===== src/cffh_pkg.sv =====
package cffh_pkg;

    localparam logic [63:0] BASIS_64     = 64'hCBF29CE484222325;
    localparam logic [63:0] BASIS_32     = 64'h00000000811C9DC5;
    // prime = 2^40 + 0x1B3 (64-bit), 2^24 + 0x193 (32-bit)
    localparam int          PRIME64_SHIFT = 40;
    localparam logic [8:0]  PRIME64_LOW   = 9'h1B3;
    localparam int          PRIME32_SHIFT = 24;
    localparam logic [8:0]  PRIME32_LOW   = 9'h193;

    localparam logic [15:0] UPPER_A    = 16'h0041;
    localparam logic [15:0] UPPER_Z    = 16'h005A;
    localparam logic [15:0] CASE_DELTA = 16'h0020;

    localparam logic REG_HASH_IS_64 = 1'b0;
    localparam logic REG_WIDE_CHARS = 1'b1;

    typedef enum logic [2:0] {
        S_IDLE,
        S_LOW,
        S_HIGH,
        S_EMIT
    } t_state;

    typedef struct packed {
        logic load_char;
        logic absorb_low;
        logic absorb_high;
        logic emit;
    } t_ctrl_cmd;

    typedef struct packed {
        logic last;
        logic empty;
        logic out_busy;
    } t_dp_stat;

    function automatic logic [15:0] fold_code(input logic [15:0] code);
        if (code >= UPPER_A && code <= UPPER_Z) begin
            return code + CASE_DELTA;
        end
        return code;
    endfunction

    function automatic logic [63:0] mode_basis(input logic is_64);
        return is_64 ? BASIS_64 : BASIS_32;
    endfunction

endpackage


===== src/cffh_ctrl.sv =====
module cffh_ctrl (
    input  logic                i_clk,
    input  logic                i_rst_n,
    input  logic                i_s_tvalid,
    output logic                o_s_tready,
    input  logic                i_wide,
    input  cffh_pkg::t_dp_stat  i_stat,
    output cffh_pkg::t_ctrl_cmd o_cmd
);
    import cffh_pkg::*;

    t_state r_state;
    t_state n_state;

    always_ff @(posedge i_clk) begin
        if (!i_rst_n) begin
            r_state <= S_IDLE;
        end else begin
            r_state <= n_state;
        end
    end

    always_comb begin
        n_state    = r_state;
        o_cmd      = '0;
        o_s_tready = 1'b0;
        case (r_state)
            S_IDLE: begin
                o_s_tready = 1'b1;
                if (i_s_tvalid) begin
                    o_cmd.load_char = 1'b1;
                    n_state         = S_LOW;
                end
            end
            S_LOW: begin
                if (i_stat.empty) begin
                    n_state = i_stat.last ? S_EMIT : S_IDLE;
                end else begin
                    o_cmd.absorb_low = 1'b1;
                    if (i_wide) begin
                        n_state = S_HIGH;
                    end else begin
                        n_state = i_stat.last ? S_EMIT : S_IDLE;
                    end
                end
            end
            S_HIGH: begin
                o_cmd.absorb_high = 1'b1;
                n_state           = i_stat.last ? S_EMIT : S_IDLE;
            end
            S_EMIT: begin
                if (!i_stat.out_busy) begin
                    o_cmd.emit = 1'b1;
                    n_state    = S_IDLE;
                end
            end
            default: begin
                n_state = S_IDLE;
            end
        endcase
    end

endmodule


===== src/cffh_dp.sv =====
module cffh_dp (
    input  logic                i_clk,
    input  logic                i_rst_n,
    input  cffh_pkg::t_ctrl_cmd i_cmd,
    output cffh_pkg::t_dp_stat  o_stat,
    input  logic                i_hash_is_64,
    input  logic                i_wide,
    input  logic                i_reload,
    input  logic [15:0]         i_char_code,
    input  logic                i_last,
    input  logic                i_empty,
    output logic                o_m_tvalid,
    input  logic                i_m_tready,
    output logic [63:0]         o_m_tdata
);
    import cffh_pkg::*;

    logic [15:0] r_char;
    logic        r_last;
    logic        r_empty;
    logic [63:0] r_hash;
    logic [63:0] n_hash;
    logic        r_m_tvalid;
    logic [63:0] r_m_tdata;

    logic [7:0]  w_byte;
    logic [63:0] w_x;
    logic [63:0] w_p64;
    logic [31:0] w_p32;
    logic [15:0] w_fold;
    logic [15:0] w_fold_lo;

    // folding a zero-extended low byte never sets the upper byte
    assign w_fold_lo = fold_code({8'h00, i_char_code[7:0]});
    assign w_fold    = i_wide ? fold_code(i_char_code) : w_fold_lo;

    assign w_byte = i_cmd.absorb_high ? r_char[15:8] : r_char[7:0];
    assign w_x    = r_hash ^ {56'h0, w_byte};
    assign w_p64  = (w_x << PRIME64_SHIFT) + w_x * {55'h0, PRIME64_LOW};
    assign w_p32  = (w_x[31:0] << PRIME32_SHIFT) + w_x[31:0] * {23'h0, PRIME32_LOW};

    always_comb begin
        n_hash = r_hash;
        if (i_cmd.emit || i_reload) begin
            n_hash = mode_basis(i_hash_is_64);
        end else if (i_cmd.absorb_low || i_cmd.absorb_high) begin
            n_hash = i_hash_is_64 ? w_p64 : {32'h0, w_p32};
        end
    end

    always_ff @(posedge i_clk) begin
        if (!i_rst_n) begin
            r_hash     <= BASIS_64;
            r_m_tvalid <= 1'b0;
        end else begin
            r_hash <= n_hash;
            if (i_cmd.emit) begin
                r_m_tvalid <= 1'b1;
            end else if (i_m_tready) begin
                r_m_tvalid <= 1'b0;
            end
        end
    end

    always_ff @(posedge i_clk) begin
        if (i_cmd.load_char) begin
            r_char  <= w_fold;
            r_last  <= i_last;
            r_empty <= i_empty;
        end
        if (i_cmd.emit) begin
            r_m_tdata <= i_hash_is_64 ? r_hash : {32'h0, r_hash[31:0]};
        end
    end

    assign o_stat.last     = r_last;
    assign o_stat.empty    = r_empty;
    assign o_stat.out_busy = r_m_tvalid && !i_m_tready;
    assign o_m_tvalid      = r_m_tvalid;
    assign o_m_tdata       = r_m_tdata;

    a_emit_free: assert property (@(posedge i_clk) disable iff (!i_rst_n)
        i_cmd.emit |-> !(r_m_tvalid && !i_m_tready))
        else $error("emit while output register full");

    a_emit_valid: assert property (@(posedge i_clk) disable iff (!i_rst_n)
        i_cmd.emit |=> r_m_tvalid)
        else $error("emitted beat not shown");

    a_one_byte: assert property (@(posedge i_clk) disable iff (!i_rst_n)
        !(i_cmd.absorb_low && i_cmd.absorb_high) && !(i_cmd.emit && i_cmd.absorb_low))
        else $error("conflicting datapath commands");

    a_narrow_32: assert property (@(posedge i_clk) disable iff (!i_rst_n)
        (r_m_tvalid && $rose(r_m_tvalid) && !i_hash_is_64) |-> r_m_tdata[63:32] == 32'h0)
        else $error("upper half set in 32-bit result");

endmodule


===== src/case_folding_fnv1a_hash.sv =====
// An accepted beat is registered, then absorbed as its low byte and, for a wide
// character, its high byte (an empty beat absorbs nothing); a last beat then emits.
// Throughput: one hash byte step per cycle; a new character is accepted only after
// the previous one is absorbed, and emit waits while the output register is full.
// Reset: synchronous, active low; 64-bit mode, narrow characters, hash at 64-bit basis.
module case_folding_fnv1a_hash (
    input  logic        i_clk,
    input  logic        i_rst_n,
    input  logic        i_s_tvalid,
    output logic        o_s_tready,
    input  logic [15:0] i_s_tdata,   // [15:0] char_code
    input  logic        i_s_tlast,
    input  logic        i_s_tuser,   // [0] empty_string
    output logic        o_m_tvalid,
    input  logic        i_m_tready,
    output logic [63:0] o_m_tdata,   // [63:0] hash_value
    input  logic        psel,
    input  logic        penable,
    input  logic        pwrite,
    input  logic [2:0]  paddr,
    input  logic [31:0] pwdata,
    output logic [31:0] prdata,
    output logic        pready
);
    import cffh_pkg::*;

    logic      r_hash_is_64;
    logic      r_wide_chars;
    logic      r_reload;
    logic      w_wr;
    t_ctrl_cmd w_cmd;
    t_dp_stat  w_stat;

    assign pready = 1'b1;
    assign w_wr   = psel && penable && pwrite;
    assign prdata = (paddr[2] == REG_WIDE_CHARS) ? {31'h0, r_wide_chars}
                                                 : {31'h0, r_hash_is_64};

    always_ff @(posedge i_clk) begin
        if (!i_rst_n) begin
            r_hash_is_64 <= 1'b1;
            r_wide_chars <= 1'b0;
            r_reload     <= 1'b0;
        end else begin
            r_reload <= w_wr && (paddr[2] == REG_HASH_IS_64);
            if (w_wr && paddr[2] == REG_HASH_IS_64) begin
                r_hash_is_64 <= pwdata[0];
            end
            if (w_wr && paddr[2] == REG_WIDE_CHARS) begin
                r_wide_chars <= pwdata[0];
            end
        end
    end

    cffh_ctrl u_ctrl (
        .i_clk      (i_clk),
        .i_rst_n    (i_rst_n),
        .i_s_tvalid (i_s_tvalid),
        .o_s_tready (o_s_tready),
        .i_wide     (r_wide_chars),
        .i_stat     (w_stat),
        .o_cmd      (w_cmd)
    );

    cffh_dp u_dp (
        .i_clk        (i_clk),
        .i_rst_n      (i_rst_n),
        .i_cmd        (w_cmd),
        .o_stat       (w_stat),
        .i_hash_is_64 (r_hash_is_64),
        .i_wide       (r_wide_chars),
        .i_reload     (r_reload),
        .i_char_code  (i_s_tdata),
        .i_last       (i_s_tlast),
        .i_empty      (i_s_tuser),
        .o_m_tvalid   (o_m_tvalid),
        .i_m_tready   (i_m_tready),
        .o_m_tdata    (o_m_tdata)
    );

endmodule


===== config.mk =====
export PLATFORM = sky130hd
export DESIGN_NAME = case_folding_fnv1a_hash
export DESIGN_NICKNAME = d
export VERILOG_FILES = /design/src/cffh_pkg.sv /design/src/cffh_ctrl.sv /design/src/cffh_dp.sv /design/src/case_folding_fnv1a_hash.sv
export SDC_FILE = /design/constraint.sdc
export NUM_CORES = 1
export LEC_CHECK = 0
export ABC_AREA = 1
export BUFFER_PORTS_ARGS = -buffer_cell sky130_fd_sc_hd__buf_2
export CAP_MARGIN = 20
export CORE_ASPECT_RATIO = 1.1
export CORE_UTILIZATION = 45
export CTS_BUF_LIST = sky130_fd_sc_hd__clkbuf_16
export DETAILED_ROUTE_END_ITERATION = 10
export PLACE_DENSITY = 0.72
export SYNTH_ARGS = -nofsm -noshare
export SYNTH_HDL_FRONTEND = slang
export SYNTH_SLANG_ARGS = --single-unit

===== constraint.sdc =====
create_clock -name i_clk -period 5.12 [get_ports i_clk]
set_input_delay 0.512 -clock i_clk [delete_from_list [all_inputs] [get_ports i_clk]]
set_output_delay 0.512 -clock i_clk [all_outputs]
set_load 0.01 [all_outputs]

## Yosys cells after proc, flatten, opt, wreduce, memory -nomap -nowiden

Index checks and enable logic that the tools add are counted.

| storage, ports and cells | value |
|---|---|
| flip-flop bits (word level) | 153 |
| output and inout bits | 99 |
| word-level logic and storage cells | 71 |

| cells by class | value |
|---|---|
| add/sub/neg operators | 4 |
| multipliers | 2 |
| $lt $le $gt $ge | 4 |
| equal/unequal tests | 5 |
| mux-type cells | 29 |
| bitwise gates (word level) | 2 |
| reductions and logical operators | 14 |

Operators with widths:

| operator | number |
|---|---|
| 64-bit two-way mux | 4 |
| 16-bit two-way mux | 5 |
| 64-bit adder | 1 |
| 64-bit by 9-bit multiplier with 64-bit output (second input constant) | 1 |
| 64-bit by 8-bit XOR with 64-bit output | 1 |
| 32-bit adder | 1 |
| 32-bit by 9-bit multiplier with 32-bit output (second input constant) | 1 |
| 16-bit by 6-bit adder with 16-bit output (second input constant) | 1 |
| 16-bit by 7-bit greater-or-equal comparator with 1-bit output (second input constant) | 1 |
| 16-bit by 7-bit less-or-equal comparator with 1-bit output (second input constant) | 1 |
| 1-bit two-way mux | 13 |
| 3-bit two-way mux | 4 |
| 3-bit case mux with 4 select lines | 1 |
| 8-bit by 6-bit adder with 9-bit output (second input constant) | 1 |
| 8-bit by 7-bit greater-or-equal comparator with 1-bit output (second input constant) | 1 |
| 8-bit by 7-bit less-or-equal comparator with 1-bit output (second input constant) | 1 |
| 8-bit two-way mux | 1 |
| 1-bit logical AND | 7 |
| 3-bit by 2-bit == test with 1-bit output (second input constant) | 2 |
| 2-bit inequality test (second input constant) | 2 |
| 2-bit nonzero test | 2 |
| 3-bit by 1-bit == test with 1-bit output (second input constant) | 1 |
| 3-bit logical NOT | 1 |
| 1-bit logical OR | 2 |
| other kinds (4) | 4 |

## Depth between registers and ports, before layout

Gate-level depths: netlist (run 1).

| logic depth | value |
|---|---|
| depth in word-level cells | 9 |
| depth in mapped cells | 33 |
| depth with buffers taken out | 32 |

## Modules after synthesis

A second synthesis (run 1) with hierarchy kept.

| second synthesis, totals | value |
|---|---|
| cells, all modules | 3,402 |
| area, all modules | 24,648.6 um2 |

By module, submodules not included:

| module | instances | cells each | area an instance (um2) |
|---|---|---|---|
| cffh_dp | 1 | 3,320 | 24,115.6 |
| case_folding_fnv1a_hash | 1 | 55 | 387.9 |
| cffh_ctrl | 1 | 27 | 145.1 |

## Least setup slack after synthesis (run 1)

Ideal clock, no wire load.

| path | value |
|---|---|
| kind | register to register |
| start point | register u_ctrl.r_state[1] |
| end point | register u_dp.r_hash[37] |
| data arrival time | 4,803 ps |
| setup slack | 198 ps |
| cell stages (with the launch flop) | 29 |
| path buffers | 2 |
| cell sequence | dfxtp_1 -> buf_4 -> inv_1 -> nor2_4 -> nand2_1 -> nand2_1 -> xnor2_1 -> inv_1 -> ha_1 -> clkbuf_1 -> xor2_1 -> ha_1 -> a21oi_1 -> fa_1 -> fa_1 -> inv_1 -> ha_1 -> ha_1 -> nand2_1 -> nor2_1 -> nand2_1 -> nor2_1 -> nand2_1 -> nand3_1 -> nand2_1 -> nand2_1 -> nor2_1 -> o21ai_0 -> nand2_1 |

| on the way | value |
|---|---|
| cells in the longest elaborated chain, start to end | 9 |
| elaborated cells between the ends (all ways) | 16 |

Ends and longest elaborated chain:

| item | RTL line | text |
|---|---|---|
| start: declaration | cffh_ctrl.sv:12 | `t_state r_state;` |
| start signal: assignment | cffh_ctrl.sv:19 | `r_state <= n_state;` |
| 3-bit by 2-bit == test with 1-bit output | cffh_ctrl.sv:27 | `case (r_state)` |
| 1-bit two-way mux | cffh_ctrl.sv:27 |  |
| 8-bit two-way mux | cffh_dp.sv:37 | `assign w_byte = i_cmd.absorb_high ? r_char[15:8] : r_char[7:0];` |
| 64-bit by 8-bit XOR with 64-bit output | cffh_dp.sv:38 | `assign w_x = r_hash ^ {56'h0, w_byte};` |
| 64-bit by 9-bit multiplier with 64-bit output | cffh_dp.sv:39 | `assign w_p64 = (w_x << PRIME64_SHIFT) + w_x * {55'h0, PRIME64_LOW};` |
| 64-bit adder | cffh_dp.sv:39 |  |
| 64-bit two-way mux | cffh_dp.sv:47 | `n_hash = i_hash_is_64 ? w_p64 : {32'h0, w_p32};` |
| 64-bit two-way mux | cffh_dp.sv:46 | `end else if (i_cmd.absorb_low \|\| i_cmd.absorb_high) begin` |
| 64-bit two-way mux | cffh_dp.sv:44 | `if (i_cmd.emit \|\| i_reload) begin` |
| end signal: assignment | cffh_dp.sv:56 | `r_hash <= n_hash;` |
| end: declaration | cffh_dp.sv:21 | `logic [63:0] r_hash;` |

Parallel ways exist; a longest one is shown, timed or not. The select of a mux whose other input is x is not followed.
A chain may end at the register's enable or synchronous reset.

## Worst setup path in the final report (run 1)

| path | value |
|---|---|
| start point | register u_dp.r_hash[13] |
| end point | register u_dp.r_hash[41] |

| on the way | value |
|---|---|
| cells in the longest elaborated chain, start to end | 6 |

Ends and longest elaborated chain:

| item | RTL line |
|---|---|
| 64-bit by 8-bit XOR with 64-bit output | cffh_dp.sv:38 |
| 64-bit by 9-bit multiplier with 64-bit output | cffh_dp.sv:39 |
| 64-bit adder | cffh_dp.sv:39 |
| 64-bit two-way mux | cffh_dp.sv:47 |
| 64-bit two-way mux | cffh_dp.sv:46 |
| 64-bit two-way mux | cffh_dp.sv:44 |

No other way between the ends. The select of a mux whose other input is x is not followed.

==> results of run 1 <==
## how the worst max path moves through the flow
stage                                 start               to  depth (start not counted)
final                       u_dp.r_hash[13]  u_dp.r_hash[41]                         20
after global routing      u_ctrl.r_state[0]  u_dp.r_hash[26]                         29
after CTS                 u_ctrl.r_state[1]  u_dp.r_hash[26]                         28
after detailed placement  u_ctrl.r_state[1]  u_dp.r_hash[58]                         26
after global placement    u_ctrl.r_state[1]  u_dp.r_hash[54]                         25
after floorplan           u_ctrl.r_state[1]  u_dp.r_hash[37]                         28
## critical path, delay by kind of cell (launching register included)
family / cells / cell delay, ps
buf+inv: 4 / 570
fa+ha+maj: 6 / 2560
flops: 1 / 470
simple gates: 8 / 830
compound gates: 2 / 500
## kinds of logic (layout without fill, tap and decap cells)
logic type,after synthesis,in the layout
other cells,2,32
flops,152,152
buf+inv,898,1216
compound gates,229,229
fa+ha+maj,561,561
simple gates,1308,1308
xor+xnor,53,53
## per-layer routing
layer  vias to the layer above  part of all wire, %  track usage [%]
li1                      10300                    -                -
met1                     10200                   42             36.7
met4                         0                  5.4             15.5
met5                         -                    0                0
met2                       763                   46             46.0
met3                       176                  6.7             5.55
## placed cells by master, fill, tap and decap left out, drive strengths merged, types with 18 or more instances in the layout
cell	netlist	final
a21oi	149	149
buf	46	349
conb	2	32
dfxtp	70	70
edfxtp	82	82
fa	303	303
ha	258	258
inv	834	839
nand2	873	873
nand3	183	183
nand4	34	34
nor2	160	160
nor3	19	19
o21ai	51	51
xnor2	18	18
xor2	35	35
## registers in the layout, indices dropped and copies added, names as in the netlist, 2 cells and up
| register | cells |
|---|---|
| u_dp.r_hash | 64 |
| u_ctrl.r_state | 2 |
| u_dp.r_char | 16 |
| u_dp.o_m_tdata | 64 |
## cells in the mapped netlist, types with 5 or more instances
library cell	number	area, µm²
nand2_1	860	3230
inv_1	827	3100
fa_1	303	6070
ha_1	258	3230
nand3_1	183	916
nor2_1	150	563
a21oi_1	133	666
edfxtp_1	82	2460
dfxtp_1	70	1400
o21ai_0	50	250
buf_4	37	278
nand4_1	34	213
xor2_1	33	289
nor3_1	18	90.1
clkbuf_1	17	63.8
xnor2_1	17	149
a21oi_2	15	131
nand2_2	13	81.3
nand3b_1	12	90.1
o21bai_1	11	82.6
or2_2	8	50.1
and2_1	7	43.8
inv_2	6	22.5
o211ai_1	6	45.0
nor2_4	5	56.3
nor4_1	5	31.3
## per-stage QoR
stage,setup WS [ps],utilization (%),setup TNS (ps)
2_1_floorplan,198,-,0
3_3_place_gp,-256,50.9,-6670
3_5_place_dp,-348,50.9,-12990
6_report,121,55.7,0
4_1_cts,1.47,53.1,0
5_1_grt,-171,55.7,-1200
## layout make-up
type | instances | area, µm² | area share (%)
Multi-Input combinational cell | 2183 | 18400 | 62.8
Sequential cell | 152 | 3880 | 13.3
Inverter | 835 | 3140 | 10.7
Timing Repair Buffer | 349 | 2430 | 8.30
Tap cell | 675 | 845 | 2.89
Clock buffer | 17 | 425 | 1.45
Clock inverter | 15 | 161 | 0.551
## repair_timing
| item | 4_1_cts | 5_1_grt |
|---|---|---|
| endpoints found under the setup margin | 54 | 55 |
| setup buffers | 7 | 16 |
| resized for setup | 110 | 270 |
| pin swaps | 24 | 82 |
==> out/summary.txt, run 1 <==
Min Hold Slack = 203 ps
Adder-cell share of the synthesized area = 38.8%
Root Buffer = clkbuf_16
DRT Pass-1 Iters = 5
Mapped Area = 24000 µm²
I/O Pins = 159
R2R Setup Slk = 120 ps
DPL Wire Length = 63400 µm
XOR/XNOR share of the synthesized area = 2.03%
Worst-path clk slew = 70 ps
Post-synthesis compound-gate area fraction = 5.41%
RSZ-0062 raised after global routing = true
WP data required = 5550 ps
Initial DRC count = 1626
Share of layout cells above drive strength 1 = 21.0%
Area of placed instances = 26700 µm²
Crit path max fanout = 4
Hold path depth = 1
Worst min-delay path startpoint = i_s_tlast
R2r worst-path depth = 20
Worst Path Arrival = 5420 ps
Status = finished, final reports clean
Avg Cell Area, Syn = 7.49 µm²
Final instance area = 29300 µm²
H-Tree Depth = 4
Crit Reg-Reg Endpoint = u_dp.r_hash[41]
CTS tree = yes
Vias per cell = 5.09
DRC Markers = 0
Startpoint types = flop
Max incr delay on CP = 550 ps
First-pass GRT wire length = 117000 µm
Die Area = 54200 µm²
RePlAce Congestion = 1.01
Grt ovf = 0
Diodes inserted = 0
Total track usage = 28.8%
Setup Viol. Count Final = 0
Antenna violations before repair = 1
Clock sink count = 152
Cell total after placement = 4170
Number of synthesized flops with an enable pin = 82
Fmax = 200 MHz
CTS Buf Count = 17
Netlist cell types = 52
DRT antenna net count = 0
Vias in the first global route = 21100
Starting Density = 45.6%
Reg2reg start = u_dp.r_hash[13]
Post-CTS Hold Buffers = 0
Synth Register Bits = 152
Most common cell on crit path = nand2_1
Clock skew = 16.7 ps
Drt wl/cell = 18.4 µm
WL final = 77900 µm
Final Slew Violations = 0
Total core area = 52500 µm²
Hold Violations, Final = 0
Part of the cycle the worst path needs = 97.6%
Die height = 244 µm
Area Growth Syn to Fin = 22.1%
Max_cap viols = 0
Post-layout nets = 4159
Synth Area in Simple Gates = 22.8%
Worst path slowest cell = fa_1
Gate Count Post-Synth = 3203
CP Cell Sequence = ha_1 > inv_1 > fa_1 > fa_1 > fa_1 > inv_1 > ha_1 > ha_1 > nand2_1 > inv_1 > nand2_1 > nand2_1 > a21oi_1 > buf_4 > nand2_1 > nand2_1 > nand3_1 > nand2_1 > nand3_1 > a21oi_2
Max clock buf depth = 2
Register area share after synthesis = 16.1%
Filler cell count in the final layout = 4790
Worst Hold Class = input port to flop
Site Rows = 88
Ys Warns = 0
Crit end category = flop
Measured slew at the worst slew-check pin = 881 ps
Chip width = 222 µm
Clk_lat worst skew = 500 ps
Synth Flop Type = edfxtp_1
Min-Delay Endpoint = u_dp.r_last
Non-Filler Instances = 4226
Max transition margin = 41.3%
Min cycle time layout = 5000 ps
Post-synthesis mux area share = 0%
Worst setup path class = flop to flop
Port Buffers = 93
Via count = 21500
Async S/R FF share, synth = 0%
Pin count of the biggest net entering global routing = 60
Largest family of logic cells by synthesized area = adder cells
Power of run 1 is left out: the tool's default activity adds up to more than one toggle a clock period on the data nets, which glitch-free logic cannot reach.
==> run 2: changes to the inputs <==
clock period = 4.2 ns   (was 5.12 ns; I/O delays follow)
==> run 2 against run 1 <==
Against the previous run:
- the flow now finishes with violations (negative setup slack)
- register-to-register slack worse by 890 ps
- fmax up 0.67%
- wire length up 9.8%
- die area unchanged
- setup slack worse by 890 ps
- final area up 15%
- global-route usage up 3.4 points
- via count up 7.5%
- clock skew down 1.6 ps
- critical path depth up 8
- utilization up 8.3 points
- critical endpoint is now u_dp.r_hash[38]
==> out/summary.txt, run 2 (same netlist as run 1, synthesis figures left out) <==
Clk_lat worst skew = 510 ps (about the same)
Commonest non-fill, non-tap cell in the layout = inv_1
Total track usage = 32.1% (+3.4 points)
Max clock buf depth = 2 (unchanged)
Starting Density = 45.6% (unchanged)
RSZ-0062 raised after global routing = true
Pin count of the biggest net entering global routing = 43 (-28%)
Min cycle time layout = 4970 ps (-33.3 ps)
Worst Path Arrival = 5350 ps (-70 ps)
Max_cap viols = 0 (unchanged)
Share of layout cells above drive strength 1 = 34.3% (+13 points)
Crit Reg-Reg Endpoint = u_dp.r_hash[38]
Measured slew at the worst slew-check pin = 746 ps (-136 ps)
WP data required = 4590 ps (-960 ps)
DRT Pass-1 Iters = 5 (unchanged)
RePlAce Congestion = 1.04 (+3.1%)
WL final = 85500 µm (+9.8%)
Vias per cell = 5.04 (-1.0%)
Via count = 23100 (+7.5%)
Area of placed instances = 30400 µm² (+14%)
Final worst slack = -765 ps (-887 ps)
Setup Viol. Count Final = 58 (+58)
Met1 WL = 35100 µm (+7.7%)
Site Rows = 88 (unchanged)
Startpoint types = flop
Final instance area = 33600 µm² (+15%)
CTS tree = yes
WL met2 = 39500 µm (+10%)
Failing checks = negative setup slack
H-Tree Depth = 4 (unchanged)
Crit path max fanout = 5 (+1)
I/O Pins = 159 (unchanged)
Commonest non-fill, non-tap cells in the layout = 780 x inv_1, 695 x nand2_1, 589 x buf_4
Worst path slowest cell = fa_2
Clock sink count = 152 (unchanged)
Metal3 WL = 6520 µm (+24%)
DRT antenna net count = 0 (unchanged)
Max transition margin = 50.3% (+9.0 points)
Worst setup path class = flop to flop
Vias in the first global route = 23500 (+11%)
Antenna violations before repair = 4 (+3)
R2r worst-path depth = 28 (+40%)
DRC Markers = 0 (unchanged)
Die Area = 54200 µm² (unchanged)
Seq. cell area = 3880 µm² (+0.13%)
Worst min-delay path startpoint = i_s_tlast
First-pass GRT wire length = 131000 µm (+12%)
Max incr delay on CP = 560 ps (about the same)
Post-Route Utilization = 64.0% (+8.3 points)
Reg2reg start = u_ctrl.r_state[1]
Drt wl/cell = 18.6 µm (+1.1%)
Area Growth Syn to Fin = 40.2%
Area occupied by multi-input gates = 19800 µm² (+7.8%)
R2R Setup Slk = -770 ps (-890 ps)
Non-Filler Instances = 4588 (+8.6%)
Place WS = -1110 ps (-759 ps)
Fmax = 201 MHz (+0.67%)
CTS Buf Count = 17 (unchanged)
Max Used Layer = met5
Clock skew = 15.1 ps (-1.62 ps)
DPL Wire Length = 70400 µm (+11%)
Worst-path clk slew = 70 ps (about the same)
Part of the cycle the worst path needs = 118% (+21 points)
Root Buffer = clkbuf_16
Total core area = 52500 µm² (unchanged)
Initial DRC count = 1664 (+2.3%)
Hold path depth = 1 (unchanged)
Filler cell count in the final layout = 4409 (-8.0%)
Min-Delay Endpoint = u_dp.r_last
Port Buffers = 93 (unchanged)
Hold Violations, Final = 0 (unchanged)
Crit end category = flop
Diodes inserted = 0 (unchanged)
Final Slew Violations = 0 (unchanged)
Post-layout nets = 4521 (+8.7%)
Worst Hold Class = input port to flop
Chip width = 222 µm (unchanged)
Cell total after placement = 4505 (+8.0%)
Die height = 244 µm (unchanged)
Grt ovf = 0 (unchanged)
Status = complete, but fails checks
## run 2: worst max path at each step
stage	from	to	slack, ps
floorplan	u_ctrl.r_state[1]	u_dp.r_hash[38]	-330
global placement	u_ctrl.r_state[1]	u_dp.r_hash[39]	-1070
detailed placement	u_ctrl.r_state[1]	u_dp.r_hash[39]	-1110
CTS	u_ctrl.r_state[1]	u_dp.r_hash[55]	-710
global route	u_ctrl.r_state[1]	u_dp.r_hash[38]	-970
finish	u_ctrl.r_state[1]	u_dp.r_hash[38]	-770
## run 2: routing by layer
layer  up-vias  GRT usage (%)
li1      11100              -
met1     11000           40.9
met2       822           51.9
met3       194           6.80
met4         6           15.4
met5         -              0
## run 2: timing repair
item,4_1_cts,5_1_grt
buffers inserted,32,23
endpoints found under the setup margin,58,58
gates cloned,0,0
pin swaps,128,96
resized for setup,326,222
hold buffers,0,0
## run 2: final cells by class
cell class	count	area share (%)
multi-input combinational	2183	59.0
timing repair buffer	711	15.8
sequential	152	11.6
inverter	835	9.35
tap	675	2.51
clock buffer	17	1.27
clock inverter	15	0.525
## run 2: worst max-delay path, delay by kind of cell, from the launching register on
kind | cells | cell delay [ps]
xor+xnor | 2 | 350
fa+ha+maj | 6 | 1960
buf+inv | 5 | 570
flops | 1 | 370
simple gates | 15 | 1590
## run 2: metrics by stage
| stage | setup TNS [ps] | hold WS [ps] |
|---|---|---|
| 5_1_grt | -45310 | 81.6 |
| 4_1_cts | -31980 | 66.5 |
| 3_5_place_dp | -46640 | 518 |
| 6_report | -34710 | 98.1 |
| 2_1_floorplan | -12730 | 430 |
| 3_3_place_gp | -43430 | 497 |
Power of run 2 is left out for the same reason.
